===== src/hdl/oahq_pkg.sv =====
// Shared types and constants of the open-addressed hash table.
// Used by the controller, the datapath and the top level; depends on nothing.
package oahq_pkg;

  localparam int SLOTS       = 4096;
  localparam int ADDR_W      = 12;
  localparam int KEY_W       = 32;
  localparam int VAL_W       = 32;
  localparam int CNT_W       = 13;
  localparam int TAG_W       = 2;
  localparam int STACK_DEPTH = 16;
  localparam int SP_W        = 4;
  localparam int DIV_W       = 7;

  localparam logic [TAG_W-1:0] TAG_EMPTY = 2'd0;
  localparam logic [TAG_W-1:0] TAG_OCC   = 2'd1;
  localparam logic [TAG_W-1:0] TAG_DEL   = 2'd2;

  localparam logic [1:0] REQ_INSERT = 2'd0;
  localparam logic [1:0] REQ_REMOVE = 2'd1;
  localparam logic [1:0] REQ_SEARCH = 2'd2;
  localparam logic [1:0] REQ_BAD    = 2'd3;

  localparam logic [1:0] RES_DONE = 2'd0;
  localparam logic [1:0] RES_MISS = 2'd1;
  localparam logic [1:0] RES_FULL = 2'd2;

  localparam logic CFG_INIT_SIZE   = 1'b0;
  localparam logic CFG_PROBE_LIMIT = 1'b1;

  typedef enum logic [4:0] {
    OP_NONE,
    OP_CLR_STEP,
    OP_ACCEPT,
    OP_HOME_START,
    OP_HOME_SET,
    OP_PROBE_RD,
    OP_PROBE_STEP,
    OP_LK_FOUND,
    OP_LK_MISS,
    OP_PLACE_WRITE,
    OP_DROP,
    OP_CAND_GROW,
    OP_CAND_SHRINK,
    OP_CAND_INC,
    OP_CAND_DEC,
    OP_PR_INIT,
    OP_PR_DIV,
    OP_PR_NEXTD,
    OP_PUSH,
    OP_POP,
    OP_RB_START,
    OP_RB_RD,
    OP_RB_MOVE,
    OP_RB_END,
    OP_FETCH_SCR,
    OP_LOAD_SCR,
    OP_FIN_INS,
    OP_FIN_RM,
    OP_OUT
  } dp_op_t;

  typedef struct packed {
    logic [1:0] req_type;
    logic       div_done;
    logic       tag_empty;
    logic       tag_occ;
    logic       key_match;
    logic       cnt_ge_limit;
    logic       cnt_gt_size;
    logic       shrink_due;
    logic       next_lt_end;
    logic       sp_zero;
    logic       sp_full;
    logic       size_big;
    logic       dsq_gt_cand;
    logic       rem_zero;
    logic       cand_over;
    logic       cand_le2;
    logic       scan_lt_size;
    logic       clr_last;
    logic       out_free;
    logic       cfg_clear;
  } dp_stat_t;

endpackage


===== src/hdl/oahq_ctrl.sv =====
// Sequencer of the hash table: lookup, placement, growth, shrink and rebuild.
// Depends on oahq_pkg; drives the datapath by one command a cycle.
module oahq_ctrl (
  input  logic              clk,
  input  logic              rst,
  input  logic              in_valid,
  input  logic [1:0]        in_type,
  input  oahq_pkg::dp_stat_t stat,
  output oahq_pkg::dp_op_t  op,
  output logic              ready
);

  typedef enum logic [4:0] {
    ST_CLEAR,
    ST_IDLE,
    ST_HOME,
    ST_HWAIT,
    ST_RD,
    ST_CHK,
    ST_FETCH,
    ST_SCR_LOAD,
    ST_GROW,
    ST_PR_INIT,
    ST_PR_TEST,
    ST_PR_WAIT,
    ST_RB_BEGIN,
    ST_RB_RD,
    ST_RB_CHK,
    ST_RM_CHK,
    ST_DONE
  } state_t;

  state_t state, state_next;
  logic   placing, placing_next;
  logic   shrinking, shrinking_next;

  assign ready = (state == ST_IDLE) && !stat.cfg_clear;

  always_comb begin
    op = oahq_pkg::OP_NONE;
    state_next = state;
    placing_next = placing;
    shrinking_next = shrinking;
    case (state)
      ST_CLEAR: begin
        if (!stat.cfg_clear) begin
          op = oahq_pkg::OP_CLR_STEP;
          if (stat.clr_last) state_next = ST_IDLE;
        end
      end
      ST_IDLE: begin
        if (stat.cfg_clear) begin
          state_next = ST_CLEAR;
        end else if (in_valid) begin
          op = oahq_pkg::OP_ACCEPT;
          placing_next = 1'b0;
          state_next = (in_type == oahq_pkg::REQ_BAD) ? ST_DONE : ST_HOME;
        end
      end
      ST_HOME: begin
        op = oahq_pkg::OP_HOME_START;
        state_next = ST_HWAIT;
      end
      ST_HWAIT: begin
        if (stat.div_done) begin
          op = oahq_pkg::OP_HOME_SET;
          state_next = ST_RD;
        end
      end
      ST_RD: begin
        op = oahq_pkg::OP_PROBE_RD;
        state_next = ST_CHK;
      end
      ST_CHK: begin
        if (placing) begin
          if (!stat.tag_occ) begin
            op = oahq_pkg::OP_PLACE_WRITE;
            state_next = ST_FETCH;
          end else if (stat.cnt_ge_limit) begin
            state_next = ST_GROW;
          end else if (stat.cnt_gt_size) begin
            op = oahq_pkg::OP_DROP;
            state_next = ST_FETCH;
          end else begin
            op = oahq_pkg::OP_PROBE_STEP;
            state_next = ST_RD;
          end
        end else if (stat.tag_occ && stat.key_match) begin
          op = oahq_pkg::OP_LK_FOUND;
          state_next = (stat.req_type == oahq_pkg::REQ_REMOVE) ? ST_RM_CHK : ST_DONE;
        end else if (stat.tag_empty || stat.cnt_gt_size) begin
          // key absent: an insert goes on to place it
          if (stat.req_type == oahq_pkg::REQ_INSERT) begin
            placing_next = 1'b1;
            state_next = ST_HOME;
          end else begin
            op = oahq_pkg::OP_LK_MISS;
            state_next = ST_DONE;
          end
        end else begin
          op = oahq_pkg::OP_PROBE_STEP;
          state_next = ST_RD;
        end
      end
      ST_GROW: begin
        if (stat.size_big || stat.sp_full) begin
          op = oahq_pkg::OP_DROP;
          state_next = ST_FETCH;
        end else begin
          op = oahq_pkg::OP_CAND_GROW;
          shrinking_next = 1'b0;
          state_next = ST_PR_INIT;
        end
      end
      ST_PR_INIT: begin
        if (shrinking && stat.cand_le2) begin
          op = oahq_pkg::OP_RB_START;
          state_next = ST_RB_RD;
        end else begin
          op = oahq_pkg::OP_PR_INIT;
          state_next = ST_PR_TEST;
        end
      end
      ST_PR_TEST: begin
        if (stat.dsq_gt_cand) begin
          if (shrinking) begin
            op = oahq_pkg::OP_RB_START;
            state_next = ST_RB_RD;
          end else if (stat.cand_over) begin
            op = oahq_pkg::OP_DROP;
            state_next = ST_FETCH;
          end else begin
            op = oahq_pkg::OP_PUSH;
            state_next = ST_RB_BEGIN;
          end
        end else begin
          op = oahq_pkg::OP_PR_DIV;
          state_next = ST_PR_WAIT;
        end
      end
      ST_PR_WAIT: begin
        if (stat.div_done) begin
          if (stat.rem_zero) begin
            op = shrinking ? oahq_pkg::OP_CAND_DEC : oahq_pkg::OP_CAND_INC;
            state_next = ST_PR_INIT;
          end else begin
            op = oahq_pkg::OP_PR_NEXTD;
            state_next = ST_PR_TEST;
          end
        end
      end
      ST_RB_BEGIN: begin
        op = oahq_pkg::OP_RB_START;
        state_next = ST_RB_RD;
      end
      ST_RB_RD: begin
        if (stat.scan_lt_size) begin
          op = oahq_pkg::OP_RB_RD;
          state_next = ST_RB_CHK;
        end else begin
          op = oahq_pkg::OP_RB_END;
          placing_next = 1'b1;
          state_next = ST_FETCH;
        end
      end
      ST_RB_CHK: begin
        op = oahq_pkg::OP_RB_MOVE;
        state_next = ST_RB_RD;
      end
      ST_FETCH: begin
        if (stat.next_lt_end) begin
          op = oahq_pkg::OP_FETCH_SCR;
          state_next = ST_SCR_LOAD;
        end else if (!stat.sp_zero) begin
          op = oahq_pkg::OP_POP;
          state_next = ST_HOME;
        end else begin
          op = (stat.req_type == oahq_pkg::REQ_INSERT) ? oahq_pkg::OP_FIN_INS
                                                       : oahq_pkg::OP_FIN_RM;
          state_next = ST_DONE;
        end
      end
      ST_SCR_LOAD: begin
        op = oahq_pkg::OP_LOAD_SCR;
        state_next = ST_HOME;
      end
      ST_RM_CHK: begin
        if (stat.shrink_due) begin
          op = oahq_pkg::OP_CAND_SHRINK;
          shrinking_next = 1'b1;
          state_next = ST_PR_INIT;
        end else begin
          state_next = ST_DONE;
        end
      end
      ST_DONE: begin
        if (stat.out_free) begin
          op = oahq_pkg::OP_OUT;
          state_next = ST_IDLE;
        end
      end
      default: begin
        state_next = ST_CLEAR;
      end
    endcase
  end

  always_ff @(posedge clk) begin
    if (rst) begin
      state <= ST_CLEAR;
      placing <= 1'b0;
      shrinking <= 1'b0;
    end else begin
      state <= state_next;
      placing <= placing_next;
      shrinking <= shrinking_next;
    end
  end

endmodule


===== config.mk =====
export PLATFORM = sky130hd
export DESIGN_NAME = oahq_ctrl
export DESIGN_NICKNAME = d
export VERILOG_FILES = /design/src/hdl/oahq_pkg.sv /design/src/hdl/oahq_ctrl.sv
export SDC_FILE = /design/constraint.sdc
export NUM_CORES = 1
export LEC_CHECK = 0
export BUFFER_PORTS_ARGS = -buffer_cell sky130_fd_sc_hd__buf_4
export CAP_MARGIN = 20
export CORE_MARGIN = 4
export CORE_UTILIZATION = 47
export CTS_BUF_LIST = sky130_fd_sc_hd__clkbuf_16
export DETAILED_ROUTE_END_ITERATION = 10
export GPL_TIMING_DRIVEN = 0
export PLACE_DENSITY_LB_ADDON = 0.05
export SLEW_MARGIN = 20
export SYNTH_ARGS = -nofsm -noshare
export SYNTH_HDL_FRONTEND = slang
export SYNTH_SLANG_ARGS = --single-unit

===== constraint.sdc =====
create_clock -name clk -period 1.98 [get_ports clk]
set_input_delay 0.495 -clock clk [delete_from_list [all_inputs] [get_ports clk]]
set_output_delay 0.495 -clock clk [all_outputs]
set_load 0.01 [all_outputs]

==> flow_summary.json, run 1 <==
{
  "synthTopCellsByArea": "dfxtp_1 (13%), a21oi_1 (8.1%), nand2_1 (7.8%), nor2b_1 (5.1%), nand3_1 (4.5%)",
  "cts_tree": "done",
  "cp_num_buf_inv": 2,
  "finalPower_w": 0.000696,
  "rr_startpoint": "state[2]$_SDFFE_PP0P_",
  "hp-class": "input port to flop",
  "final_nets": 247,
  "num_vias": 1712,
  "worstPathCellList": "buf_6 > and2_4 > nand4_1 > nand3_2 > a2111o_1 > buf_6",
  "crit_top_cell": "buf_6",
  "tightest_slew_ns": 0.621,
  "fin_crit_sh": 1.12,
  "failed_checks": "negative setup slack",
  "leakagePower_nw": 0.733,
  "fin_util": 0.777,
  "setup_tns_ns": -1.02,
  "worst_r2r_path_depth": 5,
  "synth_common_cells": "nand2_1 (23), a21oi_1 (18), nor2_1 (12)",
  "reg2reg_slack_ns": 0.12,
  "clkTransAtPathRegs_ns": 0.04,
  "critPathKind": "flop to primary output",
  "rsz0062_at_grt": "true",
  "cts.path.max_buffers": 2,
  "htree_levels": 1,
  "reg2reg_to": "state[0]$_SDFFE_PP0P_",
  "avgSynthCellArea_um2": 6.40,
  "drt-total-wl_um": 4900,
  "first_global_vias": 1622,
  "synthCells": 173,
  "vias_per_cell": 6.90,
  "grt_max_degree": 11,
  "insertion_delay_ns": 0.24,
  "first_pass_iters": 5,
  "drive_gt1_frac": 0.395,
  "fmax_ghz": 0.452,
  "row_count": 17,
  "synth-edff-count": 0,
  "cp-start-kind": "flop",
  "dp_slack_ns": -0.309,
  "syn_area_um2": 1110,
  "avgRoutedWirePerCell_um": 19.8,
  "drc_errors": 0,
  "relSlewSlack": 0.576,
  "worstPathArrival_ns": 1.72,
  "async_flop_share": 0,
  "cp-end-kind": "primary output",
  "placed_cell_area_um2": 1370,
  "yosys_warnings": 0,
  "clockRootBuffer": "clkbuf_16",
  "grt_pass1_wl_um": 7830,
  "gp_congestion": 0.964,
  "ctsHoldBuffers": 0,
  "yosysUniqueCellTypes": 47,
  "antenna_found_initial": 0,
  "die_w_um": 56.5,
  "max_stage_delay_ns": 0.41,
  "min_period_ns": 2.21,
  "dieArea_um2": 3200,
  "seq_area_frac_synth": 0.127,
  "drv_slew": 0,
  "ys.flop_type": "dfxtp_1",
  "yosysMostFrequentCell": "nand2_1",
  "yosysTopAreaCellShare": 0.127,
  "start_util": 0.496,
  "crit_start": "state[1]$_SDFFE_PP0P_",
  "power_density_nw_per_um2": 401,
  "crit_end": "op[2]",
  "yosys.area.top_type": "dfxtp_1",
  "path_max_fanout": 5,
  "portBuffers": 30,
  "slowest_stage": "a2111o_1",
  "cp.depth": 6,
  "synth-seq-cells": 7,
  "timing.final.ws_setup_ns": -0.234,
  "synth_nets": 199,
  "ant_nets": 0,
  "area_growth_pct": 56.7,
  "finish.instance_area_um2": 1740,
  "clock_skew_ns": 0.00250,
  "cp.required_ns": 1.48,
  "ir_worst_vdd_v": 0.000784,
  "numCtsBuffers": 3,
  "drv_cap": 0,
  "dp_hpwl_um": 3090,
  "grt_overflow_total": 0,
  "path_delay_family": "simple AND/OR/NAND/NOR gates",
  "core_um2": 2230,
  "antenna_cells": 0,
  "status": "complete, but fails checks",
  "hold_violations": 0,
  "drt_iter0_drc": 143,
  "cts.sinks": 7,
  "grt_usage": 0.309,
  "die_h_um": 56.5,
  "io_pins": 32,
  "setup_violations": 5
}
[through the flow]
step                cells  hold WS (ns)
global route          248         0.482
floorplan             173         0.564
global placement      231         0.653
CTS                   248         0.469
finish                248         0.464
detailed placement    231         0.663
[worst reg2reg max path: cells and delay by family (launching register included)]
family / cells / cell delay, ns
compound gates: 3 / 0.84
simple gates: 2 / 0.59
flops: 1 / 0.35
[flip-flops by register name, summed over array words and instances (netlist names)]
signal	flops
shrinking	1
placing	1
state	5
[cell families (layout without fill, tap and decap cells)]
group | Yosys count | count (layout) | share of synthesized area
buffers and inverters | 20 | 67 | 0.0825
and+or+nand+nor | 82 | 82 | 0.390
DFF | 7 | 7 | 0.127
AOI/OAI and AO/OA | 62 | 62 | 0.383
muxes | 2 | 2 | 0.0181
[per-layer routing]
layer  up-vias  global-route usage  part of all wire
met1       770               0.370              0.37
met5         -                   0                 0
met2       144               0.477              0.45
met3        44              0.0851              0.11
li1        754                   -                 -
met4         0               0.203             0.070
[worst min path at each step]
stage / start / end / slack (ns) / cells after the start
CTS: rst / state[3]$_SDFFE_PP0P_ / 0.47 / 2
global placement: state[4]$_SDFFE_PP0P_ / placing$_SDFFE_PP0P_ / 0.65 / 3
finish: rst / state[3]$_SDFFE_PP0P_ / 0.46 / 2
floorplan: rst / shrinking$_SDFFE_PP0P_ / 0.56 / 1
global route: stat[1] / state[4]$_SDFFE_PP0P_ / 0.48 / 2
detailed placement: state[0]$_SDFFE_PP0P_ / state[4]$_SDFFE_PP0P_ / 0.66 / 3
[area by class of cell]
class | count | area (µm²)
Buffer | 11 | 104
Fill cell | 184 | 498
Clock inverter | 1 | 3.75
Tap cell | 28 | 35.0
Multi-Input combinational cell | 146 | 970
Inverter | 7 | 26.3
Sequential cell | 7 | 151
Timing Repair Buffer | 45 | 370
Clock buffer | 3 | 75.1
[report_power, final]
part	leakage, nW	switching (W)	internal, W	total [W]
Sequential	0.0596	0.00000415	0.000142	0.000147
Combinational	0.631	0.0000986	0.0000932	0.000192
Clock	0.0423	0.0000928	0.000264	0.000357
Total	0.733	0.000196	0.000500	0.000696
[cell usage in the layout, fill, tap and decap left out, types with 3 or more instances in the layout]
cell / instances
buf_4: 42
inv_1: 8
nor2_1: 10
nor2_2: 3
a211oi_1: 3
a21oi_1: 16
o21ai_1: 3
a31oi_1: 4
nand2b_1: 3
nand3_1: 8
buf_6: 8
o21ai_0: 5
clkbuf_16: 3
nor2b_1: 7
nand2_1: 22
nand4_1: 3
dfxtp_2: 3
nor4_1: 3
[repair_timing]
| action | CTS | global route |
|---|---|---|
| pin swaps | 11 | 1 |
| endpoints found under the setup margin | 5 | 7 |
| setup buffers | 15 | 0 |
| hold endpoints to repair | 0 | 0 |
| resized for setup | 44 | 4 |
Power figures use the tool's default switching activity.
==> inputs of run 2 (changes only) <==
- CTS_CLUSTER_SIZE: default -> 16
- GPL_TIMING_DRIVEN: 0 -> 1
==> run 2 against run 1 <==
The flow still finishes with violations (negative setup slack). Power increased by 8.2%. Maximum frequency decreased by 3.0%. Die area unchanged. Non-clock buffer count increased by 33. Routed wire length increased by 56%. First-iteration DRC count increased to 2.8 times the previous value. Hold slack improved by 0.017 ns. Via count increased by 26%. Critical endpoint is now op[4]. Largest power group unchanged. Highest routed layer unchanged.
==> flow_summary.json, run 2 (same netlist as run 1, synthesis figures left out) <==
{
  "status": "complete, but fails checks",
  "failed_checks": "negative setup slack",
  "die_w_um": 56.5,
  "drive_gt1_frac": 0.534,
  "fin_crit_sh": 1.15,
  "pwr-share-seq": 0.196,
  "wl_met1_um": 2390,
  "first_global_vias": 1907,
  "hold_slack_ns": 0.481,
  "timing.final.ws_setup_ns": -0.302,
  "routed-wl-met2_um": 3280,
  "reg.largest.list": "state: 5 flops, placing: 1 flops, shrinking: 1 flops",
  "dieArea_um2": 3200,
  "drt-total-wl_um": 7650,
  "numCtsBuffers": 3,
  "p_clk_frac": 0.476,
  "portBuffers": 31,
  "worstPathArrival_ns": 1.79,
  "final_cell_mix": "buf_4 (78), nand2_1 (22), a21oi_1 (12)",
  "die_h_um": 56.5,
  "max_stage_delay_ns": 0.41,
  "switching_share": 0.309,
  "antenna_cells": 0,
  "largest_register": "state",
  "top_layer": "met4",
  "hold_violations": 0,
  "drt_iter0_drc": 401,
  "largest_reg_flops": 5,
  "core_um2": 2230,
  "leakagePower_nw": 0.909,
  "worstPathCellList": "nor3b_4 > buf_4 > buf_6 > nand3_4 > o211a_1 > o21ai_2 > buf_4",
  "cp-end-kind": "primary output",
  "clockRootBuffer": "clkbuf_16",
  "slowest_stage": "dfxtp_4",
  "wl_met3_um": 1160,
  "grt_max_degree": 12,
  "drv_cap": 0,
  "clkTransAtPathRegs_ns": 0.04,
  "relSlewSlack": 0.604,
  "antenna_found_initial": 0,
  "num_vias": 2157,
  "start_util": 0.496,
  "insertion_delay_ns": 0.24,
  "cts.sinks": 7,
  "ir_worst_vdd_v": 0.000583,
  "tightest_slew_ns": 0.589,
  "final_nets": 280,
  "path_max_fanout": 7,
  "row_count": 17,
  "setup_violations": 6,
  "fmax_ghz": 0.438,
  "vias_per_cell": 7.68,
  "grt_usage": 0.375,
  "cp-start-kind": "flop",
  "io_pins": 32,
  "ctsHoldBuffers": 0,
  "grt_overflow_total": 0,
  "p_switching_w": 0.000232,
  "dp_hpwl_um": 3690,
  "cts.path.max_buffers": 2,
  "dp_slack_ns": -0.0933,
  "avgRoutedWirePerCell_um": 27.2,
  "ant_nets": 0,
  "cts_tree": "done",
  "critPathKind": "flop to primary output",
  "rsz0062_at_grt": "true",
  "fill_cells": 55,
  "power_density_nw_per_um2": 352,
  "pwr-share-comb": 0.328,
  "first_pass_iters": 9,
  "cp.required_ns": 1.48,
  "clock_skew_ns": 0.00260,
  "gp_congestion": 0.960,
  "final_common_cell": "buf_4",
  "hp-class": "input port to flop",
  "htree_levels": 1,
  "area_growth_pct": 93.2,
  "crit_top_cell": "buf_4",
  "intPower_w": 0.000520,
  "grt_pass1_wl_um": 9380,
  "drv_slew": 0,
  "fin_util": 0.958,
  "min_period_ns": 2.28,
  "drc_errors": 0
}
## run 2: path summary, 6_finish.rpt
path                                              from                endpoint  slack (ns)  depth (start not counted)
worst min register to register  shrinking$_SDFFE_PP0P_  shrinking$_SDFFE_PP0P_        0.73                          2
worst max register to register   state[3]$_SDFFE_PP0P_   state[4]$_SDFFE_PP0P_        0.01                          9
worst min-delay path                               rst   state[3]$_SDFFE_PP0P_        0.48                          2
worst max-delay path             state[3]$_SDFFE_PP0P_                   op[4]       -0.30                          7
## run 2: final cells by class
cell class	instances	area (µm²)	share of cell area
clock buffer	3	75.1	0.0351
sequential	7	159	0.0743
multi-input combinational	146	1120	0.523
tap	28	35.0	0.0164
clock inverter	1	3.75	0.00175
timing repair buffer	89	722	0.337
inverter	7	26.3	0.0123
## run 2: routing by layer
layer,vias to the layer above,global-route usage
li1,819,-
met1,955,0.446
met2,289,0.602
met3,94,0.0759
met4,0,0.247
met5,-,0
## run 2: power by group through the flow
stage / logic [W] / clock network [W] / registers, W
floorplan: 0.0000797 / 0 / 0.000148
global placement: 0.000174 / 0 / 0.000152
detailed placement: 0.000180 / 0 / 0.000153
CTS: 0.000193 / 0.000341 / 0.000146
global route: 0.000254 / 0.000361 / 0.000148
finish: 0.000247 / 0.000358 / 0.000148
## run 2: through the flow
stage	std cells	setup TNS [ns]	power, W	instance area, µm²
finish	281	-1.24	0.000752	2140
CTS	277	-0.734	0.000681	1920
detailed placement	265	-0.241	0.000333	1670
global placement	265	-0.0871	0.000327	1670
floorplan	173	0	0.000228	1110
global route	281	-1.50	0.000763	2140
## run 2: what timing repair did
action | 4_1_cts | 5_1_grt
gates resized for setup | 33 | 35
pin swaps | 11 | 12
buffers inserted | 10 | 5
setup endpoints to repair | 6 | 10
## run 2: worst max-delay path: cells and delay by family, from the launching register on
family | cells | cell delay [ns]
DFF | 1 | 0.41
AOI/OAI and AO/OA | 2 | 0.33
and+or+nand+nor | 2 | 0.39
buffers and inverters | 3 | 0.42
==> inputs of run 3 (changes only) <==
- PLACE_DENSITY: default -> 0.76
- PLACE_DENSITY_LB_ADDON: 0.05 -> default
==> run 3 against run 2 <==
The run still ends with negative setup slack left. Die area unchanged. Design area down 9.9%. Clock skew up 0.0010 ns. Utilization down 9.5 points. Global-route usage down 1.7 points. Critical path type unchanged. Largest power group unchanged.
==> flow_summary.json, run 3 (same netlist as run 1, synthesis figures left out) <==
{
  "status": "complete, but fails checks",
  "failed_checks": "negative setup slack",
  "clock_skew_ns": 0.00364,
  "clkTransAtPathRegs_ns": 0.04,
  "worstPathCellList": "nor3b_4 > nand4_1 > buf_4 > mux2i_1 > nor2_1 > nand3_1 > buf_4",
  "drive_gt1_frac": 0.455,
  "crit_start": "state[3]$_SDFFE_PP0P_",
  "final_nets": 273,
  "core_um2": 2230,
  "leakagePower_nw": 0.848,
  "critPathKind": "flop to primary output",
  "ir_worst_vdd_v": 0.000504,
  "grt_pass1_wl_um": 9030,
  "relSlewSlack": 0.615,
  "pwr-share-seq": 0.204,
  "row_count": 17,
  "fmax_ghz": 0.445,
  "multi_input_comb_area_um2": 963,
  "setup_violations": 9,
  "final_cell_mix": "buf_4 (71), nand2_1 (22), a21oi_1 (15)",
  "finalPower_w": 0.000724,
  "fill_cells": 122,
  "die_h_um": 56.5,
  "vias_per_cell": 7.25,
  "largest_reg_flops": 5,
  "io_pins": 32,
  "largest_register": "state",
  "first_global_vias": 1873,
  "dieArea_um2": 3200,
  "cts.sinks": 7,
  "rr_startpoint": "state[1]$_SDFFE_PP0P_",
  "cts_tree": "done",
  "max_stage_delay_ns": 0.40,
  "antenna_found_initial": 0,
  "first_pass_iters": 5,
  "fin_crit_sh": 1.13,
  "die_w_um": 56.5,
  "start_util": 0.496,
  "gp_congestion": 0.970,
  "p_switching_w": 0.000210,
  "ctsHoldBuffers": 0,
  "hp-class": "input port to flop",
  "dp.cells": 261,
  "antenna_cells": 0,
  "rsz0062_at_grt": "true",
  "final_common_cell": "buf_4",
  "num_vias": 1986,
  "area_growth_pct": 74.1,
  "drc_errors": 0,
  "cp-start-kind": "flop",
  "cts.path.max_buffers": 2,
  "fin_util": 0.863,
  "fin_cells": 274,
  "drv_slew": 0,
  "reg.largest.list": "state: 5 flops, placing: 1 flops, shrinking: 1 flops",
  "switching_share": 0.291,
  "ff_latch_area_um2": 159,
  "hold_violations": 0,
  "p_clk_frac": 0.486,
  "numCtsBuffers": 3,
  "portBuffers": 31,
  "drv_cap": 0,
  "tightest_slew_ns": 0.562,
  "cp.required_ns": 1.48,
  "dp_hpwl_um": 3800,
  "drt-total-wl_um": 6310,
  "drt_iter0_drc": 279,
  "clockRootBuffer": "clkbuf_16",
  "cp-end-kind": "primary output",
  "ant_nets": 0,
  "htree_levels": 1,
  "slowest_stage": "dfxtp_4",
  "min-delay-start": "stat[1]",
  "grt_usage": 0.358,
  "insertion_delay_ns": 0.23,
  "timing.final.ws_setup_ns": -0.266,
  "grt_max_degree": 12,
  "avgRoutedWirePerCell_um": 23.0,
  "intPower_w": 0.000513,
  "path_max_fanout": 7,
  "grt_overflow_total": 0,
  "worstPathArrival_ns": 1.75,
  "crit_top_cell": "buf_4",
  "power_density_nw_per_um2": 375,
  "pwr-share-comb": 0.310,
  "min_period_ns": 2.25
}
[run 3: changes by cell type in the layout (fill, tap and decap cells not counted), sizes merged]
cell	previous run	this run
buf	89	82
[run 3: through the flow]
| stage | setup TNS [ns] | hold slack, ns | setup WS (ns) | area [µm²] |
|---|---|---|---|---|
| 2_1_floorplan | 0 | 0.564 | 0.0717 | 1110 |
| 3_3_place_gp | -0.0852 | 0.655 | -0.0639 | 1640 |
| 3_5_place_dp | -0.134 | 0.699 | -0.0794 | 1640 |
| 4_1_cts | -0.595 | 0.471 | -0.144 | 1880 |
| 5_1_grt | -1.81 | 0.489 | -0.311 | 1930 |
| 6_report | -1.67 | 0.491 | -0.266 | 1930 |
[run 3: final timing paths]
path | to | slack (ns) | depth (start not counted)
setup / recovery | op[1] | -0.27 | 7
hold / removal | state[4]$_SDFFE_PP0P_ | 0.49 | 2
setup reg to reg | state[2]$_SDFFE_PP0P_ | -0.22 | 9
hold reg to reg | state[4]$_SDFFE_PP0P_ | 0.74 | 3
[run 3: final cells by class]
class / instances / area share
repair buffers: 82 / 0.345
well taps: 28 / 0.0182
flip-flops and latches: 7 / 0.0824
clock inverters: 1 / 0.00195
clock buffers: 3 / 0.0389
inverters: 7 / 0.0136
multi-input cells: 146 / 0.500
[run 3: power groups by stage]
| stage | Clock (W) | Combinational, W | Sequential (W) |
|---|---|---|---|
| after detailed placement | 0 | 0.000181 | 0.000151 |
| final | 0.000352 | 0.000225 | 0.000147 |
| after global placement | 0 | 0.000177 | 0.000151 |
| after floorplan | 0 | 0.0000797 | 0.000148 |
| after CTS | 0.000342 | 0.000198 | 0.000145 |
| after global routing | 0.000355 | 0.000234 | 0.000147 |
[run 3: metal layers]
metal | vias up | global-route usage | wire, µm
met5 | - | 0 | 0
met1 | 843 | 0.444 | 2130
met4 | 0 | 0.207 | 481
met3 | 81 | 0.0782 | 1020
met2 | 258 | 0.561 | 2680
li1 | 804 | - | -
[run 3: critical path, delay by kind of cell (launching register included)]
family                 cells  cell delay (ns)
buffers and inverters      2             0.30
multiplexers               1             0.12
AND/OR/NAND/NOR            4             0.70
flip-flops                 1             0.40
[run 3: what timing repair did]
item                       4_1_cts  5_1_grt
setup endpoints to repair        6       10
gates resized for setup         34       12
hold endpoints to repair         0        0
setup buffers                    8        2
pin swaps                        8        4
